## config.mk

```make
export PLATFORM = sky130hd
export DESIGN_NAME = grid_tile_decomposer
export DESIGN_NICKNAME = d
export VERILOG_FILES = /design/src/sv/gtd_pkg.sv /design/src/sv/gtd_div.sv /design/src/sv/gtd_dp.sv /design/src/sv/gtd_ctrl.sv /design/src/sv/grid_tile_decomposer.sv
export SDC_FILE = /design/constraint.sdc
export NUM_CORES = 2
export LEC_CHECK = 0
export ABC_AREA = 1
export BUFFER_PORTS_ARGS = -buffer_cell sky130_fd_sc_hd__buf_2
export CAP_MARGIN = 40
export CORE_ASPECT_RATIO = 1.1
export CORE_UTILIZATION = 57
export CTS_CLUSTER_DIAMETER = 80
export CTS_CLUSTER_SIZE = 12
export DETAILED_ROUTE_END_ITERATION = 7
export PLACE_DENSITY = 0.77
export SLEW_MARGIN = 20
export SYNTH_ARGS = -nofsm -noshare
export SYNTH_HDL_FRONTEND = slang
export SYNTH_SLANG_ARGS = --single-unit
```

## constraint.sdc

```tcl
create_clock -name clk -period 6.61 [get_ports clk]
set_clock_uncertainty 0.15 [all_clocks]
set_input_delay 0.661 -clock clk [delete_from_list [all_inputs] [get_ports clk]]
set_output_delay 0.661 -clock clk [all_outputs]
set_load 0.02 [all_outputs]
```

## src/sv/gtd_pkg.sv

```systemverilog
// shared types, widths and codes of the grid tile decomposer
package gtd_pkg;

  localparam int unsigned NPW        = 9;   // processor count width
  localparam int unsigned RANK_W     = 8;   // rank and neighbour id width
  localparam int unsigned FIELD_W    = 16;  // tile size and origin width
  localparam int unsigned SIDES_W    = 4;
  localparam int unsigned CFG_IDX_W  = 2;
  localparam int unsigned CFG_DATA_W = 16;

  // register indexes of the configuration port
  localparam logic [CFG_IDX_W-1:0] REG_NUM_PROCS   = 2'd0;
  localparam logic [CFG_IDX_W-1:0] REG_GRID_WIDTH  = 2'd1;
  localparam logic [CFG_IDX_W-1:0] REG_GRID_HEIGHT = 2'd2;

  // datapath operations
  typedef logic [3:0] dp_op_t;
  localparam dp_op_t OP_NOP      = 4'd0;
  localparam dp_op_t OP_LOAD     = 4'd1;
  localparam dp_op_t OP_DEC_C    = 4'd2;
  localparam dp_op_t OP_INC_R    = 4'd3;
  localparam dp_op_t OP_MUL_RH   = 4'd4;
  localparam dp_op_t OP_MUL_CW   = 4'd5;
  localparam dp_op_t OP_ABSDIFF  = 4'd6;
  localparam dp_op_t OP_MUL_LHS  = 4'd7;
  localparam dp_op_t OP_MUL_RHS  = 4'd8;
  localparam dp_op_t OP_UPDATE   = 4'd9;
  localparam dp_op_t OP_DIV_RANK = 4'd10;
  localparam dp_op_t OP_DIV_X0   = 4'd11;
  localparam dp_op_t OP_DIV_X1   = 4'd12;
  localparam dp_op_t OP_DIV_Y0   = 4'd13;
  localparam dp_op_t OP_DIV_Y1   = 4'd14;
  localparam dp_op_t OP_FINISH   = 4'd15;

  typedef struct packed {
    dp_op_t op;
  } dp_cmd_t;

  typedef struct packed {
    logic rank_err;   // rank not below processor count
    logic r_gt_p;     // row candidate past processor count
    logic prod_gt;    // rows * cols above processor count
    logic prod_eq;    // rows * cols equal to processor count
    logic div_done;   // divider result ready
  } dp_stat_t;

endpackage

```

## src/sv/gtd_div.sv

```systemverilog
// restoring divider, one quotient bit per cycle
module gtd_div #(
  parameter int unsigned DVW = 25,
  parameter int unsigned DSW = 9
) (
  input  logic           clk,
  input  logic           rst_n,
  input  logic           start,
  input  logic [DVW-1:0] dividend,
  input  logic [DSW-1:0] divisor,
  output logic           done,
  output logic [DVW-1:0] quotient,
  output logic [DSW-1:0] remainder
);

  localparam int unsigned CW = $clog2(DVW + 1);

  logic           busy_r;
  logic           done_r;
  logic [CW-1:0]  cnt_r;
  logic [DVW-1:0] quo_r;
  logic [DSW-1:0] rem_r;
  logic [DSW-1:0] dsr_r;
  logic [DSW:0]   trial;
  logic [DSW:0]   diff;
  logic           fits;

  assign trial = {rem_r, quo_r[DVW-1]};
  assign diff  = trial - {1'b0, dsr_r};
  assign fits  = (trial >= {1'b0, dsr_r});

  always_ff @(posedge clk) begin
    if (!rst_n) begin
      busy_r <= 1'b0;
      done_r <= 1'b0;
      cnt_r  <= '0;
    end else begin
      done_r <= 1'b0;
      if (start) begin
        busy_r <= 1'b1;
        cnt_r  <= CW'(DVW);
      end else if (busy_r) begin
        cnt_r <= cnt_r - CW'(1);
        if (cnt_r == CW'(1)) begin
          busy_r <= 1'b0;
          done_r <= 1'b1;
        end
      end
    end
  end

  always_ff @(posedge clk) begin
    if (start) begin
      quo_r <= dividend;
      rem_r <= '0;
      dsr_r <= divisor;
    end else if (busy_r) begin
      quo_r <= {quo_r[DVW-2:0], fits};
      rem_r <= fits ? diff[DSW-1:0] : trial[DSW-1:0];
    end
  end

  assign done      = done_r;
  assign quotient  = quo_r;
  assign remainder = rem_r;

endmodule

```

## src/sv/gtd_dp.sv

```systemverilog
// datapath: divisor pair search registers, shared multiplier, divider, result register
module gtd_dp #(
  parameter int unsigned MAX_PROCS = 256,
  parameter int unsigned DW        = 16
) (
  input  logic                             clk,
  input  logic                             rst_n,
  input  gtd_pkg::dp_cmd_t                 cmd,
  output gtd_pkg::dp_stat_t                stat,
  input  logic [gtd_pkg::RANK_W-1:0]       in_rank,
  input  logic [gtd_pkg::NPW-1:0]          num_procs,
  input  logic [DW-1:0]                    dim_w,
  input  logic [DW-1:0]                    dim_h,
  output logic [gtd_pkg::RANK_W-1:0]       out_row_index,
  output logic [gtd_pkg::RANK_W-1:0]       out_col_index,
  output logic [gtd_pkg::RANK_W-1:0]       out_east_id,
  output logic [gtd_pkg::RANK_W-1:0]       out_west_id,
  output logic [gtd_pkg::RANK_W-1:0]       out_south_id,
  output logic [gtd_pkg::RANK_W-1:0]       out_north_id,
  output logic [gtd_pkg::FIELD_W-1:0]      out_tile_width,
  output logic [gtd_pkg::FIELD_W-1:0]      out_tile_height,
  output logic [gtd_pkg::FIELD_W-1:0]      out_origin_x,
  output logic [gtd_pkg::FIELD_W-1:0]      out_origin_y,
  output logic [gtd_pkg::SIDES_W-1:0]      out_interior_sides,
  output logic                             out_rank_error
);
  import gtd_pkg::*;

  localparam int unsigned DVW  = DW + NPW;
  localparam int unsigned PW   = DVW + NPW;
  localparam int unsigned RW   = NPW + 1;
  localparam int unsigned PMAX = (2 ** NPW) - 1;
  localparam int unsigned PCAP = (MAX_PROCS < PMAX) ? MAX_PROCS : PMAX;

  // query and search state
  logic [RANK_W-1:0] rank_r;
  logic [NPW-1:0]    p_r;
  logic [DW-1:0]     w_r;
  logic [DW-1:0]     h_r;
  logic [RW-1:0]     r_r;
  logic [NPW-1:0]    c_r;
  logic [RW-1:0]     rc_r;
  logic              first_r;
  logic [NPW-1:0]    best_rows_r;
  logic [NPW-1:0]    best_cols_r;
  logic [DVW-1:0]    best_d_r;
  logic [DVW-1:0]    d_r;
  logic [DVW-1:0]    rh_r;
  logic [PW-1:0]     prod_r;
  logic [PW-1:0]     lhs_r;
  logic [RANK_W-1:0] row_r;
  logic [RANK_W-1:0] col_r;
  logic [DW-1:0]     x0_r;
  logic [DW-1:0]     x1_r;
  logic [DW-1:0]     y0_r;
  logic [DW-1:0]     y1_r;
  dp_op_t            div_op_r;

  // result register
  logic [RANK_W-1:0]  row_out_r;
  logic [RANK_W-1:0]  col_out_r;
  logic [RANK_W-1:0]  east_out_r;
  logic [RANK_W-1:0]  west_out_r;
  logic [RANK_W-1:0]  south_out_r;
  logic [RANK_W-1:0]  north_out_r;
  logic [FIELD_W-1:0] tw_out_r;
  logic [FIELD_W-1:0] th_out_r;
  logic [FIELD_W-1:0] ox_out_r;
  logic [FIELD_W-1:0] oy_out_r;
  logic [SIDES_W-1:0] sides_out_r;
  logic               err_out_r;

  logic [NPW-1:0] p_cap;
  logic [DVW-1:0] mul_a;
  logic [NPW-1:0] mul_b;
  logic [PW-1:0]  mul_p;
  logic           div_start;
  logic [DVW-1:0] div_dividend;
  logic [NPW-1:0] div_divisor;
  logic           div_done;
  logic [DVW-1:0] div_quo;
  logic [NPW-1:0] div_rem;
  logic           rank_err;

  logic [NPW-1:0] rank9;
  logic [NPW-1:0] row9;
  logic [NPW-1:0] col9;
  logic [NPW-1:0] base9;
  logic [NPW-1:0] east9;
  logic [NPW-1:0] west9;
  logic [NPW-1:0] south9;
  logic [NPW-1:0] north9;
  logic [SIDES_W-1:0] sides;

  assign p_cap = (num_procs > NPW'(PCAP)) ? NPW'(PCAP) : num_procs;

  // shared multiplier
  always_comb begin
    mul_a = '0;
    mul_b = '0;
    unique case (cmd.op)
      OP_MUL_RH: begin
        mul_a = DVW'(h_r);
        mul_b = r_r[NPW-1:0];
      end
      OP_MUL_CW: begin
        mul_a = DVW'(w_r);
        mul_b = c_r;
      end
      OP_MUL_LHS: begin
        mul_a = d_r;
        mul_b = best_cols_r;
      end
      OP_MUL_RHS: begin
        mul_a = best_d_r;
        mul_b = c_r;
      end
      OP_DIV_X0: begin
        mul_a = DVW'(w_r);
        mul_b = NPW'(col_r);
      end
      OP_DIV_X1: begin
        mul_a = DVW'(w_r);
        mul_b = NPW'(col_r) + NPW'(1);
      end
      OP_DIV_Y0: begin
        mul_a = DVW'(h_r);
        mul_b = NPW'(row_r);
      end
      OP_DIV_Y1: begin
        mul_a = DVW'(h_r);
        mul_b = NPW'(row_r) + NPW'(1);
      end
      default: begin
      end
    endcase
  end

  assign mul_p = PW'(mul_a) * PW'(mul_b);

  assign div_start = (cmd.op == OP_DIV_RANK) || (cmd.op == OP_DIV_X0) ||
                     (cmd.op == OP_DIV_X1) || (cmd.op == OP_DIV_Y0) ||
                     (cmd.op == OP_DIV_Y1);
  assign div_dividend = (cmd.op == OP_DIV_RANK) ? DVW'(rank_r) : mul_p[DVW-1:0];
  assign div_divisor  = ((cmd.op == OP_DIV_Y0) || (cmd.op == OP_DIV_Y1)) ?
                        best_rows_r : best_cols_r;

  gtd_div #(
    .DVW(DVW),
    .DSW(NPW)
  ) u_div (
    .clk      (clk),
    .rst_n    (rst_n),
    .start    (div_start),
    .dividend (div_dividend),
    .divisor  (div_divisor),
    .done     (div_done),
    .quotient (div_quo),
    .remainder(div_rem)
  );

  // neighbours and interior sides
  always_comb begin
    rank9  = NPW'(rank_r);
    row9   = NPW'(row_r);
    col9   = NPW'(col_r);
    base9  = rank9 - col9;
    east9  = base9 + (((col9 + NPW'(1)) == best_cols_r) ? NPW'(0) : (col9 + NPW'(1)));
    west9  = base9 + ((col9 == NPW'(0)) ? (best_cols_r - NPW'(1)) : (col9 - NPW'(1)));
    south9 = ((row9 + NPW'(1)) == best_rows_r) ? col9 : (rank9 + best_cols_r);
    north9 = (row9 == NPW'(0)) ? (p_r - best_cols_r + col9) : (rank9 - best_cols_r);
    sides  = {col9 != NPW'(0), row9 != NPW'(0),
              col9 != (best_cols_r - NPW'(1)), row9 != (best_rows_r - NPW'(1))};
  end

  assign rank_err = (NPW'(rank_r) >= p_r);

  always_ff @(posedge clk) begin
    unique case (cmd.op)
      OP_LOAD: begin
        rank_r  <= in_rank;
        p_r     <= p_cap;
        w_r     <= dim_w;
        h_r     <= dim_h;
        r_r     <= RW'(1);
        c_r     <= p_cap;
        rc_r    <= RW'(p_cap);
        first_r <= 1'b1;
      end
      OP_DEC_C: begin
        c_r  <= c_r - NPW'(1);
        rc_r <= rc_r - r_r;
      end
      OP_INC_R: begin
        r_r  <= r_r + RW'(1);
        rc_r <= rc_r + RW'(c_r);
      end
      OP_MUL_RH: prod_r <= mul_p;
      OP_MUL_CW: begin
        rh_r   <= prod_r[DVW-1:0];
        prod_r <= mul_p;
      end
      OP_ABSDIFF: begin
        d_r <= (rh_r >= prod_r[DVW-1:0]) ? (rh_r - prod_r[DVW-1:0]) :
                                           (prod_r[DVW-1:0] - rh_r);
      end
      OP_MUL_LHS: prod_r <= mul_p;
      OP_MUL_RHS: begin
        lhs_r  <= prod_r;
        prod_r <= mul_p;
      end
      OP_UPDATE: begin
        // ties go to the later, larger row count
        if (first_r || (lhs_r <= prod_r)) begin
          best_d_r    <= d_r;
          best_rows_r <= r_r[NPW-1:0];
          best_cols_r <= c_r;
        end
        first_r <= 1'b0;
        r_r     <= r_r + RW'(1);
        rc_r    <= rc_r + RW'(c_r);
      end
      OP_DIV_RANK, OP_DIV_X0, OP_DIV_X1, OP_DIV_Y0, OP_DIV_Y1: begin
        div_op_r <= cmd.op;
      end
      OP_FINISH: begin
        if (rank_err) begin
          row_out_r   <= '0;
          col_out_r   <= '0;
          east_out_r  <= '0;
          west_out_r  <= '0;
          south_out_r <= '0;
          north_out_r <= '0;
          tw_out_r    <= '0;
          th_out_r    <= '0;
          ox_out_r    <= '0;
          oy_out_r    <= '0;
          sides_out_r <= '0;
          err_out_r   <= 1'b1;
        end else begin
          row_out_r   <= row_r;
          col_out_r   <= col_r;
          east_out_r  <= east9[RANK_W-1:0];
          west_out_r  <= west9[RANK_W-1:0];
          south_out_r <= south9[RANK_W-1:0];
          north_out_r <= north9[RANK_W-1:0];
          tw_out_r    <= FIELD_W'(x1_r - x0_r);
          th_out_r    <= FIELD_W'(y1_r - y0_r);
          ox_out_r    <= FIELD_W'(x0_r);
          oy_out_r    <= FIELD_W'(y0_r);
          sides_out_r <= sides;
          err_out_r   <= 1'b0;
        end
      end
      default: begin
      end
    endcase
  end

  // divider results
  always_ff @(posedge clk) begin
    if (div_done) begin
      unique case (div_op_r)
        OP_DIV_RANK: begin
          row_r <= div_quo[RANK_W-1:0];
          col_r <= div_rem[RANK_W-1:0];
        end
        OP_DIV_X0: x0_r <= div_quo[DW-1:0];
        OP_DIV_X1: x1_r <= div_quo[DW-1:0];
        OP_DIV_Y0: y0_r <= div_quo[DW-1:0];
        OP_DIV_Y1: y1_r <= div_quo[DW-1:0];
        default: begin
        end
      endcase
    end
  end

  assign stat.rank_err = rank_err;
  assign stat.r_gt_p   = (r_r > RW'(p_r));
  assign stat.prod_gt  = (rc_r > RW'(p_r));
  assign stat.prod_eq  = (rc_r == RW'(p_r));
  assign stat.div_done = div_done;

  assign out_row_index      = row_out_r;
  assign out_col_index      = col_out_r;
  assign out_east_id        = east_out_r;
  assign out_west_id        = west_out_r;
  assign out_south_id       = south_out_r;
  assign out_north_id       = north_out_r;
  assign out_tile_width     = tw_out_r;
  assign out_tile_height    = th_out_r;
  assign out_origin_x       = ox_out_r;
  assign out_origin_y       = oy_out_r;
  assign out_interior_sides = sides_out_r;
  assign out_rank_error     = err_out_r;

endmodule

```

## src/sv/gtd_ctrl.sv

```systemverilog
// controller: sequences search, divisions and result handshake
module gtd_ctrl (
  input  logic              clk,
  input  logic              rst_n,
  input  logic              in_valid,
  output logic              in_stall,
  output logic              out_valid,
  input  logic              out_stall,
  output gtd_pkg::dp_cmd_t  cmd,
  input  gtd_pkg::dp_stat_t stat
);
  import gtd_pkg::*;

  localparam logic [4:0] S_IDLE     = 5'd0;
  localparam logic [4:0] S_CHECK    = 5'd1;
  localparam logic [4:0] S_SEARCH   = 5'd2;
  localparam logic [4:0] S_E_RH     = 5'd3;
  localparam logic [4:0] S_E_CW     = 5'd4;
  localparam logic [4:0] S_E_DIFF   = 5'd5;
  localparam logic [4:0] S_E_LHS    = 5'd6;
  localparam logic [4:0] S_E_RHS    = 5'd7;
  localparam logic [4:0] S_E_UPD    = 5'd8;
  localparam logic [4:0] S_DIV_RANK = 5'd9;
  localparam logic [4:0] S_W_RANK   = 5'd10;
  localparam logic [4:0] S_DIV_X0   = 5'd11;
  localparam logic [4:0] S_W_X0     = 5'd12;
  localparam logic [4:0] S_DIV_X1   = 5'd13;
  localparam logic [4:0] S_W_X1     = 5'd14;
  localparam logic [4:0] S_DIV_Y0   = 5'd15;
  localparam logic [4:0] S_W_Y0     = 5'd16;
  localparam logic [4:0] S_DIV_Y1   = 5'd17;
  localparam logic [4:0] S_W_Y1     = 5'd18;
  localparam logic [4:0] S_FINISH   = 5'd19;

  logic [4:0] state_r;
  logic [4:0] state_nxt;
  logic       out_valid_r;
  logic       out_valid_nxt;
  logic       out_load;

  assign out_load = (state_r == S_FINISH) && (!out_valid_r || !out_stall);

  always_comb begin
    state_nxt = state_r;
    cmd.op    = OP_NOP;
    unique case (state_r)
      S_IDLE: begin
        if (in_valid) begin
          cmd.op    = OP_LOAD;
          state_nxt = S_CHECK;
        end
      end
      S_CHECK: state_nxt = stat.rank_err ? S_FINISH : S_SEARCH;
      S_SEARCH: begin
        priority if (stat.r_gt_p) begin
          state_nxt = S_DIV_RANK;
        end else if (stat.prod_gt) begin
          cmd.op = OP_DEC_C;
        end else if (stat.prod_eq) begin
          state_nxt = S_E_RH;
        end else begin
          cmd.op = OP_INC_R;
        end
      end
      S_E_RH: begin
        cmd.op    = OP_MUL_RH;
        state_nxt = S_E_CW;
      end
      S_E_CW: begin
        cmd.op    = OP_MUL_CW;
        state_nxt = S_E_DIFF;
      end
      S_E_DIFF: begin
        cmd.op    = OP_ABSDIFF;
        state_nxt = S_E_LHS;
      end
      S_E_LHS: begin
        cmd.op    = OP_MUL_LHS;
        state_nxt = S_E_RHS;
      end
      S_E_RHS: begin
        cmd.op    = OP_MUL_RHS;
        state_nxt = S_E_UPD;
      end
      S_E_UPD: begin
        cmd.op    = OP_UPDATE;
        state_nxt = S_SEARCH;
      end
      S_DIV_RANK: begin
        cmd.op    = OP_DIV_RANK;
        state_nxt = S_W_RANK;
      end
      S_W_RANK: if (stat.div_done) state_nxt = S_DIV_X0;
      S_DIV_X0: begin
        cmd.op    = OP_DIV_X0;
        state_nxt = S_W_X0;
      end
      S_W_X0: if (stat.div_done) state_nxt = S_DIV_X1;
      S_DIV_X1: begin
        cmd.op    = OP_DIV_X1;
        state_nxt = S_W_X1;
      end
      S_W_X1: if (stat.div_done) state_nxt = S_DIV_Y0;
      S_DIV_Y0: begin
        cmd.op    = OP_DIV_Y0;
        state_nxt = S_W_Y0;
      end
      S_W_Y0: if (stat.div_done) state_nxt = S_DIV_Y1;
      S_DIV_Y1: begin
        cmd.op    = OP_DIV_Y1;
        state_nxt = S_W_Y1;
      end
      S_W_Y1: if (stat.div_done) state_nxt = S_FINISH;
      S_FINISH: begin
        if (out_load) begin
          cmd.op    = OP_FINISH;
          state_nxt = S_IDLE;
        end
      end
      default: state_nxt = S_IDLE;
    endcase
  end

  always_comb begin
    out_valid_nxt = out_valid_r;
    if (out_load) begin
      out_valid_nxt = 1'b1;
    end else if (out_valid_r && !out_stall) begin
      out_valid_nxt = 1'b0;
    end
  end

  always_ff @(posedge clk) begin
    if (!rst_n) begin
      state_r     <= S_IDLE;
      out_valid_r <= 1'b0;
    end else begin
      state_r     <= state_nxt;
      out_valid_r <= out_valid_nxt;
    end
  end

  assign in_stall  = (state_r != S_IDLE);
  assign out_valid = out_valid_r;

endmodule

```

## src/sv/grid_tile_decomposer.sv

```systemverilog
// top level of the grid tile decomposer: configuration registers, controller, datapath
//
// Splits a grid_width x grid_height node grid over num_procs processors laid out
// as rows x cols (rows * cols == processor count, count capped at MAX_PROCS).
// The layout is the divisor pair whose rows/cols ratio lies closest to
// width/height, compared exactly by cross-multiplication; on a tie the larger
// row count wins. For each rank request the block returns row and column, the
// four wrap-around neighbour ranks, the tile size and origin and the interior
// side mask; a rank not below the processor count returns rank_error with all
// other fields zero. One request is worked at a time. The divisor search walks
// row counts 1..P keeping the column count and their product by add/subtract,
// one step a cycle, plus a pass through the shared multiplier (states S_E_RH
// to S_E_UPD) for each divisor pair found. Then five divisions run on a
// bit-serial divider of DIM+9 bits (rank by cols, then the two column and two
// row split points), DIM being min(DIM_WIDTH,16). An out of range rank skips the
// search and divisions and goes straight to the result. A new request is taken
// while the previous result still waits on out_stall. Configuration writes are
// always ready and are expected only while the block is idle.
module grid_tile_decomposer #(
  parameter int unsigned MAX_PROCS = 256,
  parameter int unsigned DIM_WIDTH = 16
) (
  input  logic                             clk,
  input  logic                             rst_n,
  // configuration writes
  input  logic                             cfg_valid,
  output logic                             cfg_ready,
  input  logic [gtd_pkg::CFG_IDX_W-1:0]    cfg_index,
  input  logic [gtd_pkg::CFG_DATA_W-1:0]   cfg_data,
  // rank requests
  input  logic                             in_valid,
  output logic                             in_stall,
  input  logic [gtd_pkg::RANK_W-1:0]       in_rank,
  // tile placement results
  output logic                             out_valid,
  input  logic                             out_stall,
  output logic [gtd_pkg::RANK_W-1:0]       out_row_index,
  output logic [gtd_pkg::RANK_W-1:0]       out_col_index,
  output logic [gtd_pkg::RANK_W-1:0]       out_east_id,
  output logic [gtd_pkg::RANK_W-1:0]       out_west_id,
  output logic [gtd_pkg::RANK_W-1:0]       out_south_id,
  output logic [gtd_pkg::RANK_W-1:0]       out_north_id,
  output logic [gtd_pkg::FIELD_W-1:0]      out_tile_width,
  output logic [gtd_pkg::FIELD_W-1:0]      out_tile_height,
  output logic [gtd_pkg::FIELD_W-1:0]      out_origin_x,
  output logic [gtd_pkg::FIELD_W-1:0]      out_origin_y,
  output logic [gtd_pkg::SIDES_W-1:0]      out_interior_sides,
  output logic                             out_rank_error
);
  import gtd_pkg::*;

  // grid dimensions are used in their low DW bits, DW being DIM_WIDTH capped at FIELD_W
  localparam int unsigned DW = (DIM_WIDTH < FIELD_W) ? DIM_WIDTH : FIELD_W;

  logic [NPW-1:0]     num_procs_r;
  logic [FIELD_W-1:0] grid_width_r;
  logic [FIELD_W-1:0] grid_height_r;

  dp_cmd_t  cmd;
  dp_stat_t stat;

  // config writes are never held off
  assign cfg_ready = 1'b1;

  always_ff @(posedge clk) begin
    if (!rst_n) begin
      num_procs_r   <= NPW'(1);
      grid_width_r  <= FIELD_W'(1);
      grid_height_r <= FIELD_W'(1);
    end else if (cfg_valid && cfg_ready) begin
      unique case (cfg_index)
        REG_NUM_PROCS:   num_procs_r   <= cfg_data[NPW-1:0];
        REG_GRID_WIDTH:  grid_width_r  <= cfg_data[FIELD_W-1:0];
        REG_GRID_HEIGHT: grid_height_r <= cfg_data[FIELD_W-1:0];
        default: begin
          // unknown index, write dropped
        end
      endcase
    end
  end

  // sequencing: search loop, divider waits, result hand-off
  gtd_ctrl u_ctrl (
    .clk      (clk),
    .rst_n    (rst_n),
    .in_valid (in_valid),
    .in_stall (in_stall),
    .out_valid(out_valid),
    .out_stall(out_stall),
    .cmd      (cmd),
    .stat     (stat)
  );

  // search registers, multiplier, divider and the result register
  gtd_dp #(
    .MAX_PROCS(MAX_PROCS),
    .DW       (DW)
  ) u_dp (
    .clk               (clk),
    .rst_n             (rst_n),
    .cmd               (cmd),
    .stat              (stat),
    .in_rank           (in_rank),
    .num_procs         (num_procs_r),
    .dim_w             (grid_width_r[DW-1:0]),
    .dim_h             (grid_height_r[DW-1:0]),
    .out_row_index     (out_row_index),
    .out_col_index     (out_col_index),
    .out_east_id       (out_east_id),
    .out_west_id       (out_west_id),
    .out_south_id      (out_south_id),
    .out_north_id      (out_north_id),
    .out_tile_width    (out_tile_width),
    .out_tile_height   (out_tile_height),
    .out_origin_x      (out_origin_x),
    .out_origin_y      (out_origin_y),
    .out_interior_sides(out_interior_sides),
    .out_rank_error    (out_rank_error)
  );

endmodule

```

======== Word level (Yosys, flattened, before mapping) ========
Index checks and enable logic that the tools add are counted.
word-level totals
  flip-flop bits (word level) ............. 538
  output and inout bits ................... 120
operators by class
  add/sub/neg operators ................... 22
  $mul .................................... 1
  magnitude comparators ................... 7
  equality and inequality tests ........... 56
  mux-type cells .......................... 44
  bitwise gates (word level) .............. 2
  reductions and logical operators ........ 42
operators with widths
  cell                   number
  $mux W25               4
  $pmux W25 S4           1
  $pmux W5 S20           1
  $mux W5                13
  $pmux W9 S7            1
  $pmux W4 S14           1
  $eq A4 B4 Y1 const B   13
  $sub A25 B25 Y25       2
  $eq A5 B4 Y1 const B   8
  $le A34 B34 Y1         1
  $mul A25 B9 Y34        1
  $add A8 B8 Y8          4
  $mux W8                4
  $sub A16 B16 Y16       2
  $pmux W10 S3           1
  $mux W9                3
  $sub A9 B1 Y9 const B  3
  $ge A25 B25 Y1         1
  $sub A8 B8 Y8          3
  $eq A5 B3 Y1 const B   4
  $eq A5 B5 Y1 const B   4
  $gt A10 B9 Y1          2
  $pmux W10 S2           1
  $add A8 B1 Y9 const B  2
  44 further kinds       94

======== Depth between registers and ports, before layout ========
  depth in word-level cells ............... 11
  mapped depth ............................ 32

======== Cells and area by module ========
From an unflattened synthesis, not the netlist that was laid out.
second synthesis, totals
  cell total of the unflattened synthesis .. 4,533
  area, all modules ....................... 38,557.0 µm²
by module, submodules not included
  module                instances  cells an instance  area an instance (µm²)
  gtd_dp                1          3,833              33,509.6
  gtd_div               1          323                2,665.1
  grid_tile_decomposer  1          262                1,750.4
  gtd_ctrl              1          115                631.9

======== Least setup slack after synthesis ========
Ideal clock, no wire load.
  kind .................................... reg-to-reg
  from .................................... register u_ctrl.state_r[4]
  to ...................................... register u_dp.prod_r[30] (data pin)
  setup time .............................. 0.252 ns
  arrival ................................. 6.172 ns
  path slack .............................. 0.036 ns
  cell stages (with the launch flop) ...... 27
  cells stage by stage .................... dfxtp_1 > buf_4 > nor2_1 > nand2_1 > nor2_4 > clkbuf_1 > a22oi_1 > inv_1 > nand2_1 > fa_1 > inv_1 > fa_1 > fa_1 > inv_1 > fa_1 > inv_1 > ha_1 > nand2_1 > nor2_1 > nor3b_1 > nand4_1 > nand3_1 > nand2_1 > nand2_1 > nand2_1 > nand3_1 > nand2_1
between the ends
  word-level cells in the longest chain between the ends .. 8
  elaborated cells on any way between the ends .. 31
ends and longest elaborated chain
  item                                                            RTL line                        text
  start, declared                                                 gtd_ctrl.sv:35                  logic [4:0] state_r;
  start signal, assigned                                          gtd_ctrl.sv:138                 state_r <= state_nxt;
  $eq A5 B5 Y1                                                    gtd_ctrl.sv:41, gtd_ctrl.sv:46
  $logic_and A1 B1 Y1                                             gtd_ctrl.sv:41                  assign out_load = (state_r == S_FINISH) && (!out_valid_r || !out_stall);
  $mux W4                                                         gtd_ctrl.sv:115                 if (out_load) begin
  $pmux W4 S14 *                                                  gtd_ctrl.sv:46                  unique case (state_r)
  $eq A4 B3 Y1 or $eq A4 B4 Y1 (tied branches)                    gtd_dp.sv:101                   unique case (cmd.op)
  $reduce_or A2 Y1 (no line) or $reduce_or A3 Y1 (tied branches)  n/a
  $pmux W9 S7 or $pmux W25 S4 (tied branches)                     gtd_dp.sv:101
  $mul A25 B9 Y34 *                                               gtd_dp.sv:139                   assign mul_p = PW'(mul_a) * PW'(mul_b);
  named net u_dp.mul_p[30]                                        gtd_dp.sv:76                    logic [PW-1:0] mul_p;
  end signal, assigned                                            gtd_dp.sv:198                   OP_MUL_RH: prod_r <= mul_p;
  end signal, assigned                                            gtd_dp.sv:201                   prod_r <= mul_p;
  end signal, assigned                                            gtd_dp.sv:207                   OP_MUL_LHS: prod_r <= mul_p;
  end, declared                                                   gtd_dp.sv:49                    logic [PW-1:0] prod_r;
The timed path passes the listed nets; every way through them passes the cells marked *.
A chain may end at the register's enable or synchronous reset.

======== Final worst setup path ========
  from .................................... register u_dp.col_r[5]
  to ...................................... register u_dp.prod_r[30] (data pin)
between the ends
  word-level cells in the longest chain between the ends .. 3
ends and longest elaborated chain
  item                      RTL line       text
  start, declared           gtd_dp.sv:52   logic [RANK_W-1:0] col_r;
  start signal, assigned    gtd_dp.sv:266  col_r <= div_rem[RANK_W-1:0];
  $add A8 B1 Y9             gtd_dp.sv:124  mul_b = NPW'(col_r) + NPW'(1);
  $pmux W9 S7 *             gtd_dp.sv:101
  $mul A25 B9 Y34 *         gtd_dp.sv:139
  named net u_dp.mul_p[30]  gtd_dp.sv:76
Marked as above.

==> run_results.csv <==
group,metric,value,unit
synthesis,synth_edf_count,475,
critical_path,setup.worst_path.end_class,"flip-flop",
clocking,clock_latency,640,ps
critical_path,arrival,6560,ps
critical_path,start_kind,"flip-flop",
cells_and_area,n_antenna_cell,0,
route,first_iter_violations,2575,
die,die_w,245,um
synthesis,synth_fa_ha_area_share,18.7,%
clocking,clockBufferDepth,3,
synthesis,yosys.area_share.simple,18.5,%
power,p_leak,18.6,nW
synthesis,ys_warn_count,0,
timing,min_period_over_period,95.6,%
timing,fmaxAchievable,158,MHz
synthesis,async_flop_share,0,%
route,wl_per_cell,19.0,um
die,die_height,269,um
synthesis,synthesis.area,0.0369,mm^2
synthesis,synthMuxAreaShare,0,%
place,hpwl,77300,um
clocking,htreeDepth,2,
route,drcViolationCount,8,
synthesis,synth_compound_area_share,9.10,%
die,core_area,0.0638,mm^2
die,rows,97,
synthesis,synth_area_per_cell,8.88,um^2
global_routing,antenna_found_initial,0,
timing,finalHoldViolCount,0,
critical_path,crit_path_max_fanout,19,
critical_path,worstPathRequired,6840,ps
route,wl,99300,um
global_routing,grt_pass1_wl,154000,um
power,irDropWorstVdd,0.219,mV
synthesis,synthFlopType,"edfxtp_1",
power,powerDensity,275,mW/mm^2
global_routing,gr-total-overflow,0,
power,power.total,11.2,mW
global_routing,grt_pass1_vias,28600,
clocking,numCtsBuffers,53,
timing,setup_violations,0,
die,ios,151,
timing,slew_viol_final,0,
clocking,cts.sinks,538,
global_routing,grtUsageTotal,30.4,%
die,start_util,57.8,%
cells_and_area,fillers,5374,
route,ant_nets,0,
timing,relSlewSlack,30.3,%
critical_path,critPathKind,"flip-flop to flip-flop",
die,die-area,0.0658,mm^2
synthesis,synthXorXnorAreaFrac,3.53,%
cells_and_area,area_growth,10.1,%
timing,tightest_slew,1040,ps
place,place_inst,5117,
status,status,"complete, but fails checks",
clocking,clk_pin_slew,70,ps
cells_and_area,nets,4823,
route,via_count,29500,
route,vias_per_cell,5.65,
timing,final.min_clock_period,6320,ps
cells_and_area,drive_gt1_share,8.21,%
global_routing,grt_max_degree,71,
route,dr.pass1.iters,8,
synthesis,synth_seq_cells,538,
synthesis,yosysSeqAreaShare,42.0,%
synthesis,ys_types,63,
place,finalWeightedCongestion,0.987,
min_path,hp-class,"primary input to flip-flop",
clocking,root_buffer,"clkbuf_16",
clocking,cts_hold_buf,0,
cells_and_area,fin_cells,5224,
synthesis,synth_cells,4159,
place,port_buffers,149,
status,violations,"design-rule violations",
synthesis,synthesis.nets,4635,
clocking,cts_tree,"built",
timing,tns,0,ps
synthesis,synth_top_family_by_area,"adder cells",
flow_run,maxCapViolations,0,
flip-flops by register name (all words and copies together), names as in the netlist, 10 cells and up:
| name | cells |
|---|---|
| grid_height_r | 16 |
| grid_width_r | 16 |
| u_dp.best_d_r | 25 |
| u_dp.d_r | 25 |
| u_dp.h_r | 16 |
| u_dp.lhs_r | 34 |
| u_dp.out_origin_x | 16 |
| u_dp.out_origin_y | 16 |
| u_dp.out_tile_height | 16 |
| u_dp.out_tile_width | 16 |
| u_dp.prod_r | 34 |
| u_dp.r_r | 10 |
| u_dp.rc_r | 10 |
| u_dp.rh_r | 25 |
| u_dp.u_div.quotient | 25 |
| u_dp.w_r | 16 |
| u_dp.x0_r | 16 |
| u_dp.x1_r | 16 |
| u_dp.y0_r | 16 |
| u_dp.y1_r | 16 |
metal layers:
| metal | vias up | routed length [um] | track usage (%) |
|---|---|---|---|
| met3 | 264 | 6150 | 3.47 |
| met1 | 14000 | 39000 | 37.6 |
| met2 | 1210 | 49100 | 53.2 |
| met4 | 0 | 5080 | 14.6 |
| li1 | 14000 | - | - |
| met5 | - | 0 | 0 |
Yosys cell counts, types with 6 or more instances:
master | number | area, um^2
a21boi_0 | 6 | 45.0
o22ai_1 | 18 | 113
nand3b_1 | 10 | 75.1
a31oi_1 | 17 | 106
dfxtp_1 | 63 | 1260
clkbuf_1 | 58 | 218
a22o_1 | 8 | 70.1
nor4_1 | 9 | 56.3
nand3_1 | 164 | 821
o21ai_1 | 14 | 70.1
inv_2 | 11 | 41.3
nor3b_1 | 8 | 60.1
xor2_1 | 115 | 1010
nor2_2 | 8 | 50.1
a21o_1 | 15 | 113
o211ai_1 | 7 | 52.6
edfxtp_1 | 475 | 14300
nor3_1 | 43 | 215
nand4_1 | 48 | 300
buf_2 | 28 | 140
fa_1 | 180 | 3600
a21oi_1 | 231 | 1160
a211oi_1 | 6 | 45.0
ha_1 | 265 | 3320
o21ai_0 | 185 | 926
a22oi_1 | 28 | 210
o21bai_1 | 17 | 128
nand2_1 | 835 | 3130
nor2_1 | 496 | 1860
o21a_1 | 11 | 82.6
inv_1 | 670 | 2510
xnor2_1 | 34 | 298
or2_2 | 13 | 81.3
area by class of cell:
class / count / area, um^2 / area share [%]
clock buffer: 83 / 1440 / 3.54
inverter: 686 / 2590 / 6.38
timing repair buffer: 228 / 1380 / 3.38
tap: 841 / 1050 / 2.59
multi-input combinational: 2840 / 18500 / 45.6
sequential: 538 / 15500 / 38.2
clock inverter: 8 / 125 / 0.308
path summary, 6_finish.rpt:
| path | start | to | slack (ps) | depth (start not counted) |
|---|---|---|---|---|
| max reg2reg | u_dp.col_r[5] | u_dp.prod_r[30] | 290 | 25 |
| max | u_dp.col_r[5] | u_dp.prod_r[30] | 290 | 25 |
| min | in_rank[6] | u_dp.rank_r[6] | 80 | 1 |
| min reg2reg | grid_width_r[4] | u_dp.w_r[4] | 280 | 0 |
worst max-delay path: stages (launching register included):
cell	delay [ps]
edfxtp_1	570
nand2_1	130
nor2_1	140
nand3_1	100
nand2_1	240
o221ai_1	200
nor2_1	320
buf_6	260
nor2_1	90
fa_1	530
fa_1	530
fa_1	550
inv_1	60
fa_1	520
inv_1	40
ha_1	360
a21oi_1	220
o21ai_0	130
a21oi_1	270
nand3_1	220
nand2_1	110
nand2_1	100
nand2_1	100
nand2_1	50
nand2_1	60
nand2_1	40
kinds of logic (layout without fill, tap and decap cells):
group,Yosys count,in the layout
XOR/XNOR,149,149
AND/OR/NAND/NOR,1654,1654
other,1,1
flip-flops,538,538
AO/OA/AOI/OAI,591,591
buffers and inverters,781,1005
adder cells (fa/ha/maj),445,445
power by group:
| part | leakage (nW) | switching, mW | internal [mW] | total, mW |
|---|---|---|---|---|
| Combinational | 13.0 | 2.45 | 1.21 | 3.66 |
| Clock | 0.742 | 1.32 | 1.51 | 2.83 |
| Sequential | 4.86 | 0.380 | 4.29 | 4.67 |
| Total | 18.6 | 4.15 | 7.02 | 11.2 |
timing repair:
action,in CTS,in global routing
gates resized for setup,0,26
setup endpoints to repair,0,29
buffers inserted,0,16
cells in the final DEF (no fill, tap or decap), drive strengths merged, types with 49 or more instances in the layout:
| cell | Yosys | routed |
|---|---|---|
| nor2 | 505 | 505 |
| ha | 265 | 265 |
| clkbuf | 59 | 83 |
| fa | 180 | 180 |
| dfxtp | 63 | 63 |
| xor2 | 115 | 115 |
| buf | 36 | 228 |
| o21ai | 200 | 200 |
| nand3 | 167 | 167 |
| edfxtp | 475 | 475 |
| inv | 681 | 684 |
| nand4 | 49 | 49 |
| nand2 | 841 | 841 |
| a21oi | 231 | 231 |
stage by stage:
| step | instance area [um^2] | hold slack (ps) | util (%) | setup WS [ps] |
|---|---|---|---|---|
| final | 40600 | 75.9 | 63.7 | 289 |
| after global routing | 40600 | 59.5 | 63.7 | -11.3 |
| after CTS | 40400 | 46.5 | 63.3 | 12.0 |
| after detailed placement | 38900 | 261 | 60.9 | 108 |
| after global placement | 38900 | 260 | 60.9 | 193 |
| after floorplan | 36900 | 253 | - | 36.1 |
No activity file was read; power rests on OpenSTA's default activity.
